<file path="src/hw/rtl/sqvt_pkg.sv">
package sqvt_pkg;

   localparam int DefaultSineEntries = 1024;
   localparam int SineLatency = 4;

   localparam int PolyA = 102943;
   localparam int PolyB = 42047;
   localparam int PolyC = 4640;

   localparam int OffsetWidth = 31;
   localparam int WaveWidth = 18;

   typedef struct packed {
      logic [1:0]                    corner;
      logic signed [OffsetWidth-1:0] ox;
      logic signed [OffsetWidth-1:0] oy;
      logic [15:0]                   sx;
      logic [15:0]                   sy;
      logic signed [23:0]            px;
      logic signed [23:0]            py;
      logic                          rot_zero;
   } corner_type;

endpackage

</file>
<file path="src/hw/rtl/sqvt_sine.sv">
module sqvt_sine (
   input  logic                                 clock,
   input  logic                                 en,
   input  logic [15:0]                          phase,
   output logic signed [sqvt_pkg::WaveWidth-1:0] wave
);

   logic [14:0] g;
   logic [16:0] z;
   logic [33:0] zz;

   logic [16:0] z1_ff, z21_ff;
   logic        n1_ff;
   logic [29:0] tp;
   logic [15:0] inner;

   logic [16:0] z2_ff, z22_ff;
   logic [15:0] in2_ff;
   logic        n2_ff;
   logic [32:0] up;
   logic [16:0] mid;

   logic [16:0] z3_ff, mid3_ff;
   logic        n3_ff;
   logic [33:0] rp;
   logic [16:0] v;

   logic signed [sqvt_pkg::WaveWidth-1:0] wave_ff, wave_in;

   always_comb begin
      g = phase[14] ? 15'd16384 - {1'b0, phase[13:0]} : {1'b0, phase[13:0]};
      z = {g, 2'b00};
      zz = 34'(z) * 34'(z);
      tp = 30'(z21_ff) * 30'(sqvt_pkg::PolyC);
      inner = 16'(sqvt_pkg::PolyB) - {3'b000, tp[28:16]};
      up = 33'(z22_ff) * 33'(in2_ff);
      mid = 17'(sqvt_pkg::PolyA) - {1'b0, up[31:16]};
      rp = 34'(z3_ff) * 34'(mid3_ff);
      v = (rp[33:16] > 18'd65536) ? 17'd65536 : rp[32:16];
      wave_in = n3_ff ? -$signed({1'b0, v}) : $signed({1'b0, v});
   end

   always_ff @(posedge clock) begin
      if (en) begin
         z1_ff <= z;
         z21_ff <= zz[32:16];
         n1_ff <= phase[15];
         z2_ff <= z1_ff;
         z22_ff <= z21_ff;
         in2_ff <= inner;
         n2_ff <= n1_ff;
         z3_ff <= z2_ff;
         mid3_ff <= mid;
         n3_ff <= n2_ff;
         wave_ff <= wave_in;
      end
   end

   assign wave = wave_ff;

endmodule

</file>
<file path="config.mk">
export PLATFORM = sky130hd
export DESIGN_NAME = sqvt_sine
export DESIGN_NICKNAME = d
export VERILOG_FILES = /design/src/hw/rtl/sqvt_pkg.sv /design/src/hw/rtl/sqvt_sine.sv
export SDC_FILE = /design/constraint.sdc
export NUM_CORES = 2
export LEC_CHECK = 0
export ABC_AREA = 1
export BUFFER_PORTS_ARGS = -buffer_cell sky130_fd_sc_hd__buf_2
export CAP_MARGIN = 20
export CORE_MARGIN = 5
export CORE_UTILIZATION = 39
export DETAILED_ROUTE_END_ITERATION = 16
export PLACE_DENSITY = 0.6
export SYNTH_ARGS = -nofsm -noshare
export SYNTH_HDL_FRONTEND = slang
export SYNTH_SLANG_ARGS = --single-unit
</file>
<file path="constraint.sdc">
create_clock -name clock -period 11 [get_ports clock]
set_input_delay 2.2 -clock clock [delete_from_list [all_inputs] [get_ports clock]]
set_output_delay 2.2 -clock clock [all_outputs]
set_load 0.03 [all_outputs]
</file>
==> out/results.ini <==
[synth]
synthAdderAreaFrac_pct = 49.8
netlist_area_um2 = 29900
synth-edff-count = 131
synth_simple_gate_area_share_pct = 16.1
synthTopCellsByArea = fa_1 (35%), ha_1 (14%), inv_1 (13%)
synth_xor_area_share_pct = 2.49
syn_area_per_cell_um2 = 8.19
yosys_warnings = 0
synth-main-ff-cell = edfxtp_1
seq_area_frac_synth_pct = 13.1
synth_top_family_by_area = adder cells
synth_mux_area_share_pct = 0
syn_inst = 3655
synth_top_area_share_pct = 35.3
yosysUniqueCellTypes = 48
synth_top_area_cell = fa_1
async_flop_share_pct = 0
synth-compound-area-share_pct = 3.72
ys_seq_elements = 131

[worst_setup_path]
r2r_setup_slack_ns = 3.40
critical_path_class = input port to register
crit_path_start_kind = input port
cp.required_ns = 11.18
startpoint = phase[0]
r2r_end = wave[12]$_DFFE_PP_
path_max_fanout = 10
r2r_start = z3_ff[8]$_DFFE_PP_
cpMaxStageDelayCell = fa_1
cp-end-kind = register
critPathMaxStageDelay_ns = 0.54
r2r.worst_path.cells = 33
crit_end = z21_ff[14]$_DFFE_PP_
arrival_ns = 9.32

[timing]
setup_violations = 0
fin_crit_ns = 9.14
slew_headroom_pct = 38.7
finalHoldViolCount = 0
worst_pin_slew_ns = 0.920
setup_tns_ns = 0
finClkSkew_ns = 0.0124
fmax_ghz = 0.109
rsz0062_at_grt = no
post-route-period-util_pct = 83.1
slew_viol_final = 0

[floorplan]
fp.dieW_um = 287
row_count = 101
dieArea_um2 = 82400
coreArea_um2 = 76100
pin_count = 36
start_util_pct = 39.3
fp.dieH_um = 287

[route]
dr.first_iter.drc_count = 1185
remaining_drc_errors = 0
via_per_inst = 4.68
drtAntennaViolNets = 0
drtPass1Iterations = 7
vias = 21800
wl_per_cell_um = 14.1
wl_mm = 65.9

[placement]
portBuffers = 35
dpl.hpwl_mm = 54.6
gp_congestion = 0.896

[layout]
fill_cells = 7780
multiInputGateArea_um2 = 21600
syn2layout_area_growth_pct = 5.70
regArea_um2 = 3930
antenna_cells = 0
drive_gt1_share_pct = 2.97
layout_commonest_cell = inv_1
layout_common_cells = inv_1 (1055), nand2_1 (906), fa_1 (528)
fin_nets = 4512

[clocking]
clkTransAtPathRegs_ns = 0.06
cts_sinks = 131
htree_levels = 4
cts_root_buffer = clkbuf_16
cts_buffers = 17
hold_buffers = 0
cts_buffer_depth = 2
post_cts_buffers = 0
clkLatencyLatePin_ns = 0.44
cts_tree = yes
ctsResizeCount = 0

[global_route]
grt_max_degree = 76
grt_use_total_pct = 16.7
grt_pass1_vias = 23000
globalRouteOverflowTotal = 0
grt_pass1_wl_mm = 113
antenna_found_initial = 0

[status]
status = completed

[min_path]
hold_path.class = register to register

[flow_run]
maxCapViolations = 0

==> routing by layer <==
layer  wire (um)  vias to the layer above  global-route usage, %
met5           0                        -                      0
li1            -                    10600                      -
met2       33100                      383                   29.7
met4         974                        0                   3.21
met1       29600                    10700                   22.3
met3        2210                       78                   1.72
==> synthesized netlist by cell type (all sizes together) (2+ instances only) <==
master,number
a211oi,3
o211ai,5
nand4,12
xnor2,31
nand3b,13
o21ai,48
fa,528
inv,1062
conb,2
or2,6
o41ai,7
o2111ai,2
edfxtp,131
clkinv,3
clkbuf,94
xor2,54
nor3,24
nand2,916
buf,8
and2,2
a21oi,92
nand3,71
a21o,7
ha,346
a31oi,2
nor4,4
o31ai,4
nor2,156
o21bai,12
a221oi,3
o21a,3
==> kinds of logic after synthesis <==
family / Yosys count
xor gates and xnor gates: 85
other: 2
buffers and inverters: 1167
and+or+nand+nor: 1205
DFF: 131
adders and majority gates: 874
AOI/OAI and AO/OA: 191
==> registers in the layout, summed over array words and instances (netlist names) <==
| register | cells |
|---|---|
| in2_ff | 14 |
| mid3_ff | 17 |
| n1_ff | 1 |
| n2_ff | 1 |
| n3_ff | 1 |
| wave | 18 |
| z1_ff | 15 |
| z21_ff | 17 |
| z22_ff | 17 |
| z2_ff | 15 |
| z3_ff | 15 |
==> worst min-delay path by stage <==
stage	start	to	slack, ns	depth (start not counted)
detailed placement	z1_ff[2]$_DFFE_PP_	z2_ff[2]$_DFFE_PP_	0.40	0
floorplan	n1_ff$_DFFE_PP_	n2_ff$_DFFE_PP_	0.40	0
global placement	z1_ff[4]$_DFFE_PP_	z2_ff[4]$_DFFE_PP_	0.40	0
global route	z2_ff[12]$_DFFE_PP_	z3_ff[12]$_DFFE_PP_	0.42	0
finish	z2_ff[12]$_DFFE_PP_	z3_ff[12]$_DFFE_PP_	0.41	0
CTS	z2_ff[10]$_DFFE_PP_	z3_ff[10]$_DFFE_PP_	0.42	0
==> stage by stage <==
step                      std cells  worst slack (ns)  hold WS (ns)  util (%)  area, um^2
after global routing           4663              1.31         0.416      41.6       31600
after floorplan                3663              2.22         0.400         -       30000
after detailed placement       4631              1.41         0.405      40.8       31000
after CTS                      4663              1.89         0.417      41.6       31600
after global placement         4631              1.58         0.401      40.8       31000
final                          4663              1.86         0.414      41.6       31600
==> critical path: cells and delay by family <==
family	cells	cell delay, ns
xor+xnor	1	0.15
fa+ha+maj	8	3.45
buf+inv	9	1.06
simple gates	12	1.67
compound gates	3	0.77
==> layout make-up <==
cell class	instances	share of cell area [%]
Tap cell	1030	4.07
Timing Repair Buffer	40	0.680
Inverter	1065	12.6
Sequential cell	131	12.4
Multi-Input combinational cell	2365	68.3
Clock buffer	17	1.34
Clock inverter	15	0.498
Power is left out: the tool's default activity adds up to more than one toggle a clock period on the data nets, which glitch-free logic cannot reach.
