**src/hw/rtl/sqvt_pkg.sv**
```systemverilog
package sqvt_pkg;

   localparam int DefaultSineEntries = 1024;
   localparam int SineLatency = 4;

   localparam int PolyA = 102943;
   localparam int PolyB = 42047;
   localparam int PolyC = 4640;

   localparam int OffsetWidth = 31;
   localparam int WaveWidth = 18;

   typedef struct packed {
      logic [1:0]                    corner;
      logic signed [OffsetWidth-1:0] ox;
      logic signed [OffsetWidth-1:0] oy;
      logic [15:0]                   sx;
      logic [15:0]                   sy;
      logic signed [23:0]            px;
      logic signed [23:0]            py;
      logic                          rot_zero;
   } corner_type;

endpackage

```
**src/hw/rtl/sqvt_issue.sv**
```systemverilog
module sqvt_issue #(
   parameter int SINE_TABLE_ENTRIES = sqvt_pkg::DefaultSineEntries
) (
   input  logic                   clock,
   input  logic                   reset,
   input  logic                   req_valid,
   output logic                   req_ready,
   input  logic [11:0]            req_sprite_width,
   input  logic [11:0]            req_sprite_height,
   input  logic [16:0]            req_pivot_x,
   input  logic [16:0]            req_pivot_y,
   input  logic [15:0]            req_scale_x,
   input  logic [15:0]            req_scale_y,
   input  logic [15:0]            req_rotation,
   input  logic signed [23:0]     req_pos_x,
   input  logic signed [23:0]     req_pos_y,
   input  logic                   en,
   output logic                   out_valid,
   output sqvt_pkg::corner_type   out_pay,
   output logic [15:0]            out_phase
);

   localparam int Shift = 16 - $clog2(SINE_TABLE_ENTRIES);
   localparam logic [15:0] PhaseMask = 16'(32'hFFFF << Shift);

   logic               hold_v_ff, hold_v_in;
   logic [1:0]         cnt_ff, cnt_in;
   logic [11:0]        w_ff, h_ff;
   logic [16:0]        pvx_ff, pvy_ff;
   logic [15:0]        sx_ff, sy_ff, rot_ff;
   logic signed [23:0] px_ff, py_ff;

   logic                   ov_ff;
   sqvt_pkg::corner_type   pay_ff, pay_in;
   logic [15:0]            phase_ff;

   logic                   acc, take;
   logic [28:0]            ox0;
   logic signed [17:0]     dy;
   logic signed [30:0]     oy0;
   logic [27:0]            wsh, hsh;

   assign take = hold_v_ff && en;
   assign req_ready = !hold_v_ff || (en && cnt_ff == 2'd3);
   assign acc = req_valid && req_ready;

   always_comb begin
      hold_v_in = hold_v_ff;
      cnt_in = cnt_ff;
      priority if (acc) begin
         hold_v_in = 1'b1;
         cnt_in = 2'd0;
      end else if (take) begin
         cnt_in = cnt_ff + 2'd1;
         if (cnt_ff == 2'd3) begin
            hold_v_in = 1'b0;
         end
      end
   end

   always_comb begin
      ox0 = 29'(w_ff) * 29'(pvx_ff);
      dy = 18'sd65536 - $signed({1'b0, pvy_ff});
      oy0 = 31'($signed({1'b0, h_ff})) * 31'(dy);
      wsh = {w_ff, 16'h0000};
      hsh = {h_ff, 16'h0000};
      pay_in.corner = cnt_ff;
      pay_in.ox = cnt_ff[0] ? $signed({2'b00, ox0}) - $signed({3'b000, wsh})
                            : $signed({2'b00, ox0});
      pay_in.oy = cnt_ff[1] ? oy0 - $signed({3'b000, hsh}) : oy0;
      pay_in.sx = sx_ff;
      pay_in.sy = sy_ff;
      pay_in.px = px_ff;
      pay_in.py = py_ff;
      pay_in.rot_zero = (rot_ff == 16'd0);
   end

   always_ff @(posedge clock) begin
      if (reset) begin
         hold_v_ff <= 1'b0;
         cnt_ff <= 2'd0;
         ov_ff <= 1'b0;
      end else begin
         hold_v_ff <= hold_v_in;
         cnt_ff <= cnt_in;
         if (en) begin
            ov_ff <= hold_v_ff;
         end
      end
   end

   always_ff @(posedge clock) begin
      if (acc) begin
         w_ff <= req_sprite_width;
         h_ff <= req_sprite_height;
         pvx_ff <= req_pivot_x;
         pvy_ff <= req_pivot_y;
         sx_ff <= req_scale_x;
         sy_ff <= req_scale_y;
         rot_ff <= req_rotation;
         px_ff <= req_pos_x;
         py_ff <= req_pos_y;
      end
      if (en) begin
         pay_ff <= pay_in;
         phase_ff <= rot_ff & PhaseMask;
      end
   end

   assign out_valid = ov_ff;
   assign out_pay = pay_ff;
   assign out_phase = phase_ff;

endmodule

```
**config.mk**
```make
export PLATFORM = sky130hd
export DESIGN_NAME = sqvt_issue
export DESIGN_NICKNAME = d
export VERILOG_FILES = /design/src/hw/rtl/sqvt_pkg.sv /design/src/hw/rtl/sqvt_issue.sv
export SDC_FILE = /design/constraint.sdc
export NUM_CORES = 1
export LEC_CHECK = 0
export ABC_AREA = 1
export BUFFER_PORTS_ARGS = -buffer_cell sky130_fd_sc_hd__buf_2
export CORE_UTILIZATION = 54
export DETAILED_ROUTE_END_ITERATION = 6
export GPL_ROUTABILITY_DRIVEN = 1
export GPL_TIMING_DRIVEN = 0
export PLACE_DENSITY = 0.78
export SYNTH_ARGS = -nofsm -noshare
export SYNTH_HDL_FRONTEND = slang
export SYNTH_SLANG_ARGS = --single-unit
```
**constraint.sdc**
```tcl
create_clock -name clock -period 8.25 [get_ports clock]
set_input_delay 1.2375 -clock clock [delete_from_list [all_inputs] [get_ports clock]]
set_output_delay 1.2375 -clock clock [all_outputs]
set_load 0.005 [all_outputs]
```
==> flow_summary.toml, run 1 <==
[finish]
seq_area_sq_um = 9330
area_delta_synth_final_pct = 14.9
drive_gt1_share_pct = 15.3
final.fill_count = 4038
multiInputGateArea_sq_um = 14600
nets = 3791
layout_commonest_cell = "inv_1"
finish.utilization_pct = 62.7
num_antenna_cells = 0
most-common-layout-cells = "661 x inv_1, 636 x nand2_1, 350 x fa_1, 316 x buf_2, 308 x edfxtp_1"

[hold_path]
hp-class = "register to register"

[sta]
tightest_slew_ps = 901
hold_violations = 0
period_needed_ps = 7910
max_freq_mhz = 126
maxSlewViolCount = 0
fin_crit_sh_pct = 95.9
finClkSkew_ps = 38.0
worst_slew_margin_rel_pct = 39.9
setup_viol = 0

[global_route]
grt.total_usage_pct = 26.8
antenna_found_initial = 0
grt_pass1_wl_mm = 103
grt_max_degree = 125
grt_remaining_overflow = 0
grt_pass1_vias = 19900

[floorplan]
die_y_um = 224
start_util_pct = 54.6
row_count = 81
die_area_sq_um = 50300
io-pin-count = 321
core-area_sq_um = 48800
die_w_um = 224

[critical_path]
crit_path_end = "out_pay[111]"
arrival_ps = 8230
cp_slowest_stage_delay_ps = 550
cp-startpoint = "pvy_ff[0]"
worstSetupEndpointType = "register"
reg2reg_depth = 41
cp_common_cell = "inv_1"
worst_path_max_delay_cell = "fa_1"
start_kind = "register"
cp_data_required_time_ps = 8580
regToRegSetupSlack_ps = 340
r2r_start = "pvy_ff[0]"
crit_fanout = 10
criticalPathCategory = "register to register"
r2r-end = "out_pay[111]"

[status]
outcome = "finished clean"

[cts]
cts_tree = "yes"
clkSinkCount = 312
clock_path_buffers = 3
hold_buffers = 0
clk_latency_ps = 570
cts.clk_slew.worst_paths_ps = 60
htreeDepth = 2
cts_inserted_buffers = 35
clockRootBuffer = "clkbuf_16"

[logic_synthesis]
synth_area_sq_um = 26700
synth-seq-area-share_pct = 35.0
postSynthAreaPerCell_sq_um = 9.68
ys_ff_latch = 312
yosys.cell_types.count = 51
synth_edf_count = 308
netlist_instances = 2755
synthArstFlopShare_pct = 0
synthFlopType = "edfxtp_1"
ys_warn_count = 0

[drt]
first_iter_violations = 1351
wl_per_cell_um = 17.2
wl_mm = 65.6
ant_nets = 0
num_vias = 19400
drt_drc_violations_left = 0
viasPerCell = 5.10
first_pass_iters = 5

[placement]
dp_hpwl_mm = 52.4
routabilityCongestion = 0.941
numPortBuffers = 314

[flow_run]
maxCapViolCount = 0
-- critical path: cells and delay by family, from the launching register on --
family	cells	cell delay, ps
AOI/OAI and AO/OA	1	190
xor gates and xnor gates	1	180
adders and majority gates	8	3450
buffers and inverters	11	1240
DFF	1	430
and+or+nand+nor	20	2170
-- cell usage after synthesis (all sizes together), types with 14 or more instances --
master  instances  share of area, %
xor2           38               1.3
buf            18              0.37
nand4          26              0.68
xnor2          14              0.46
a21oi          70               1.3
o21ai          51               1.0
nand3          83               1.6
nand2         655               9.5
fa            350                26
clkbuf         59              0.83
inv           680               9.6
edfxtp        308                35
nor2          167               2.8
ha            164               7.7
-- repair_timing --
item                       in CTS  in global routing
gates resized for setup         0                 36
buffers inserted                0                  6
setup endpoints to repair       0                 12
-- flip-flops by register name (all words and copies together), names as in the netlist --
name / flops
px_ff: 24
py_ff: 24
h_ff: 12
cnt_ff: 2
out_phase: 10
out_valid: 1
rot_ff: 16
w_ff: 12
hold_v_ff: 1
pvy_ff: 17
out_pay: 144
sy_ff: 16
sx_ff: 16
pvx_ff: 17
-- how the worst min path moves through the flow --
stage / endpoint / cells after the start / startpoint / slack (ps)
after floorplan: out_pay[10] / 0 / py_ff[9] / 400
after global placement: out_pay[33] / 0 / px_ff[8] / 400
after detailed placement: out_pay[54] / 0 / sy_ff[5] / 400
after CTS: out_pay[76] / 0 / sx_ff[11] / 400
after global routing: out_pay[76] / 0 / sx_ff[11] / 400
final: out_pay[22] / 0 / py_ff[21] / 410
-- kinds of logic after synthesis --
| family | share of synthesized area, % |
|---|---|
| AO/OA/AOI/OAI | 2.83 |
| XOR/XNOR | 1.78 |
| adder cells (fa/ha/maj) | 34.0 |
| buffers and inverters | 10.8 |
| flip-flops | 35.0 |
| multiplexers | 0.0376 |
| other | 0.0141 |
| AND/OR/NAND/NOR | 15.5 |
-- through the flow --
stage                     worst slack (ps)  setup TNS, ps  area, sq um  instances  hold slack (ps)
after floorplan                       1020              0        26700       2760              400
after global placement               -1270        -187780        29100       3738              400
after detailed placement              5.68              0        29100       3740              405
after CTS                             35.9              0        30500       3804              400
after global routing                 -69.9           -100        30600       3810              403
final                                  341              0        30600       3810              411
-- layer usage --
layer / vias to the layer above / wire length [um] / GRT usage [%]
met5: - / 0 / 0
met4: 0 / 2400 / 10.4
met3: 163 / 4290 / 4.47
met2: 721 / 33100 / 47.1
met1: 9441 / 25800 / 33.0
li1: 9087 / - / -
-- final cells by class --
| cell class | count | area share, % |
|---|---|---|
| multi-input cells | 1689 | 47.6 |
| well taps | 664 | 2.71 |
| inverters | 682 | 8.42 |
| clock inverters | 27 | 1.31 |
| plain buffers | 77 | 1.07 |
| clock buffers | 37 | 2.95 |
| flip-flops and latches | 312 | 30.5 |
| repair buffers | 322 | 5.49 |
Power of run 1 is left out: the tool's default activity adds up to more than one toggle a clock period on the data nets, which glitch-free logic cannot reach.
==> run 2, diff against run 1 <==
--- a/config.mk
+++ b/config.mk
@@ -10,7 +10,6 @@
 export CORE_UTILIZATION = 54
 export DETAILED_ROUTE_END_ITERATION = 6
 export GPL_ROUTABILITY_DRIVEN = 1
-export GPL_TIMING_DRIVEN = 0
 export PLACE_DENSITY = 0.78
 export SYNTH_ARGS = -nofsm -noshare
 export SYNTH_HDL_FRONTEND = slang
==> run 2 against run 1 <==
Cell area decreased by 2.1%. First-iteration DRC count up 7.2%. Maximum frequency increased by 3.3%. Worst setup slack improved by 260 ps. Clock skew down 15 ps. Non-clock buffer count decreased by 78. Register-to-register slack better by 260 ps. Flip-flop and latch count is the same.
==> flow_summary.toml, run 2 (synthesis gave the netlist of run 1 again) <==
[status]
outcome = "finished clean"

[finish]
drive_gt1_share_pct = 14.4
multiInputGateArea_sq_um = 14500
final.fill_count = 4070
area_delta_synth_final_pct = 12.4
most-common-layout-cells = "661 x inv_1, 639 x nand2_1, 350 x fa_1, 313 x buf_2, 308 x edfxtp_1"
largest_reg_flops = 144
nets = 3713
seq_area_sq_um = 9330
design_area_sq_um = 30000
layout_commonest_cell = "inv_1"
finish.utilization_pct = 61.3

[floorplan]
die_w_um = 224
io-pin-count = 321
die_area_sq_um = 50300
start_util_pct = 54.6
die_y_um = 224
row_count = 81
core-area_sq_um = 48800

[critical_path]
cp_slowest_stage_delay_ps = 570
reg2reg_depth = 42
criticalPathCategory = "register to register"
r2r_start = "pvy_ff[0]"
cp_common_cell = "nand2_1"
worst_path_max_delay_cell = "fa_1"
arrival_ps = 7960
cp_data_required_time_ps = 8560
regToRegSetupSlack_ps = 600
start_kind = "register"
worstSetupEndpointType = "register"
crit_fanout = 8
r2r-end = "out_pay[111]"

[sta]
maxSlewViolCount = 0
finClkSkew_ps = 22.9
hold_ws_ps = 405
setup_viol = 0
max_freq_mhz = 131
period_needed_ps = 7650
fin_crit_sh_pct = 92.8
rsz0062_at_grt = "no"
tightest_slew_ps = 995
finalSetupTns_ps = 0
worst_slew_margin_rel_pct = 33.7
hold_violations = 0

[global_route]
grt.total_usage_pct = 26.6
antenna_found_initial = 4
grt_pass1_wl_mm = 103
grt_max_degree = 87
grt_pass1_vias = 20300
grt_remaining_overflow = 0

[hold_path]
hp-start = "px_ff[18]"
whs_path_depth = 0
hp-class = "register to register"
hold_end = "out_pay[43]"

[drt]
wl_mm = 64.7
drt_drc_violations_left = 0
num_vias = 19200
first_iter_violations = 1448
ant_nets = 0
first_pass_iters = 5
viasPerCell = 5.13
wl_per_cell_um = 17.3

[cts]
cts_tree = "yes"
htreeDepth = 2
clock_path_buffers = 3
cts.clk_slew.worst_paths_ps = 60
clockRootBuffer = "clkbuf_16"
cts_inserted_buffers = 35
clkSinkCount = 312
clk_latency_ps = 560

[placement]
routabilityCongestion = 0.985
numPortBuffers = 314
dp_hpwl_mm = 51.5
placement.cell_area_sq_um = 28800

[flow_run]
maxCapViolCount = 0
[run 2: stage by stage]
stage,std cells,worst slack [ps]
CTS,3731,556
global route,3733,20.0
detailed placement,3668,571
floorplan,2760,1020
global placement,3668,711
finish,3733,596
[run 2: per-layer routing]
metal  track usage (%)  part of all wire (%)
met5                 0                 0.042
met4              10.9                   4.1
met3              3.21                   5.3
met2              48.0                    52
met1              32.1                    39
[run 2: how the worst max path moves through the flow]
stage                     startpoint            to  slack (ps)  cells past startpoint
final                      pvy_ff[0]  out_pay[111]         600                     42
after global routing       pvy_ff[0]  out_pay[111]          20                     43
after CTS                  pvy_ff[0]  out_pay[111]         560                     39
after detailed placement   pvy_ff[0]  out_pay[111]         570                     39
after global placement     pvy_ff[0]  out_pay[111]         710                     39
after floorplan            pvy_ff[0]  out_pay[111]        1020                     42
[run 2: worst max-delay path, delay by kind of cell, from the launching register on]
family	cells	cell delay (ps)
and+or+nand+nor	28	3050
adders and majority gates	8	3550
buffers and inverters	6	440
DFF	1	420
[run 2: timing repair]
action / CTS / global route
resized for setup: 0 / 4
hold buffers: 0 / 0
buffers inserted: 0 / 0
setup endpoints to repair: 0 / 2
[run 2: cell type report]
| cell class | count | area share, % |
|---|---|---|
| Antenna cell | 2 | 0.0167 |
| Timing Repair Buffer | 321 | 5.44 |
| Sequential cell | 312 | 31.1 |
| Clock buffer | 43 | 3.09 |
| Multi-Input combinational cell | 1689 | 48.3 |
| Tap cell | 664 | 2.77 |
| Clock inverter | 20 | 0.672 |
| Inverter | 682 | 8.58 |
Power of run 2 is left out for the same reason.
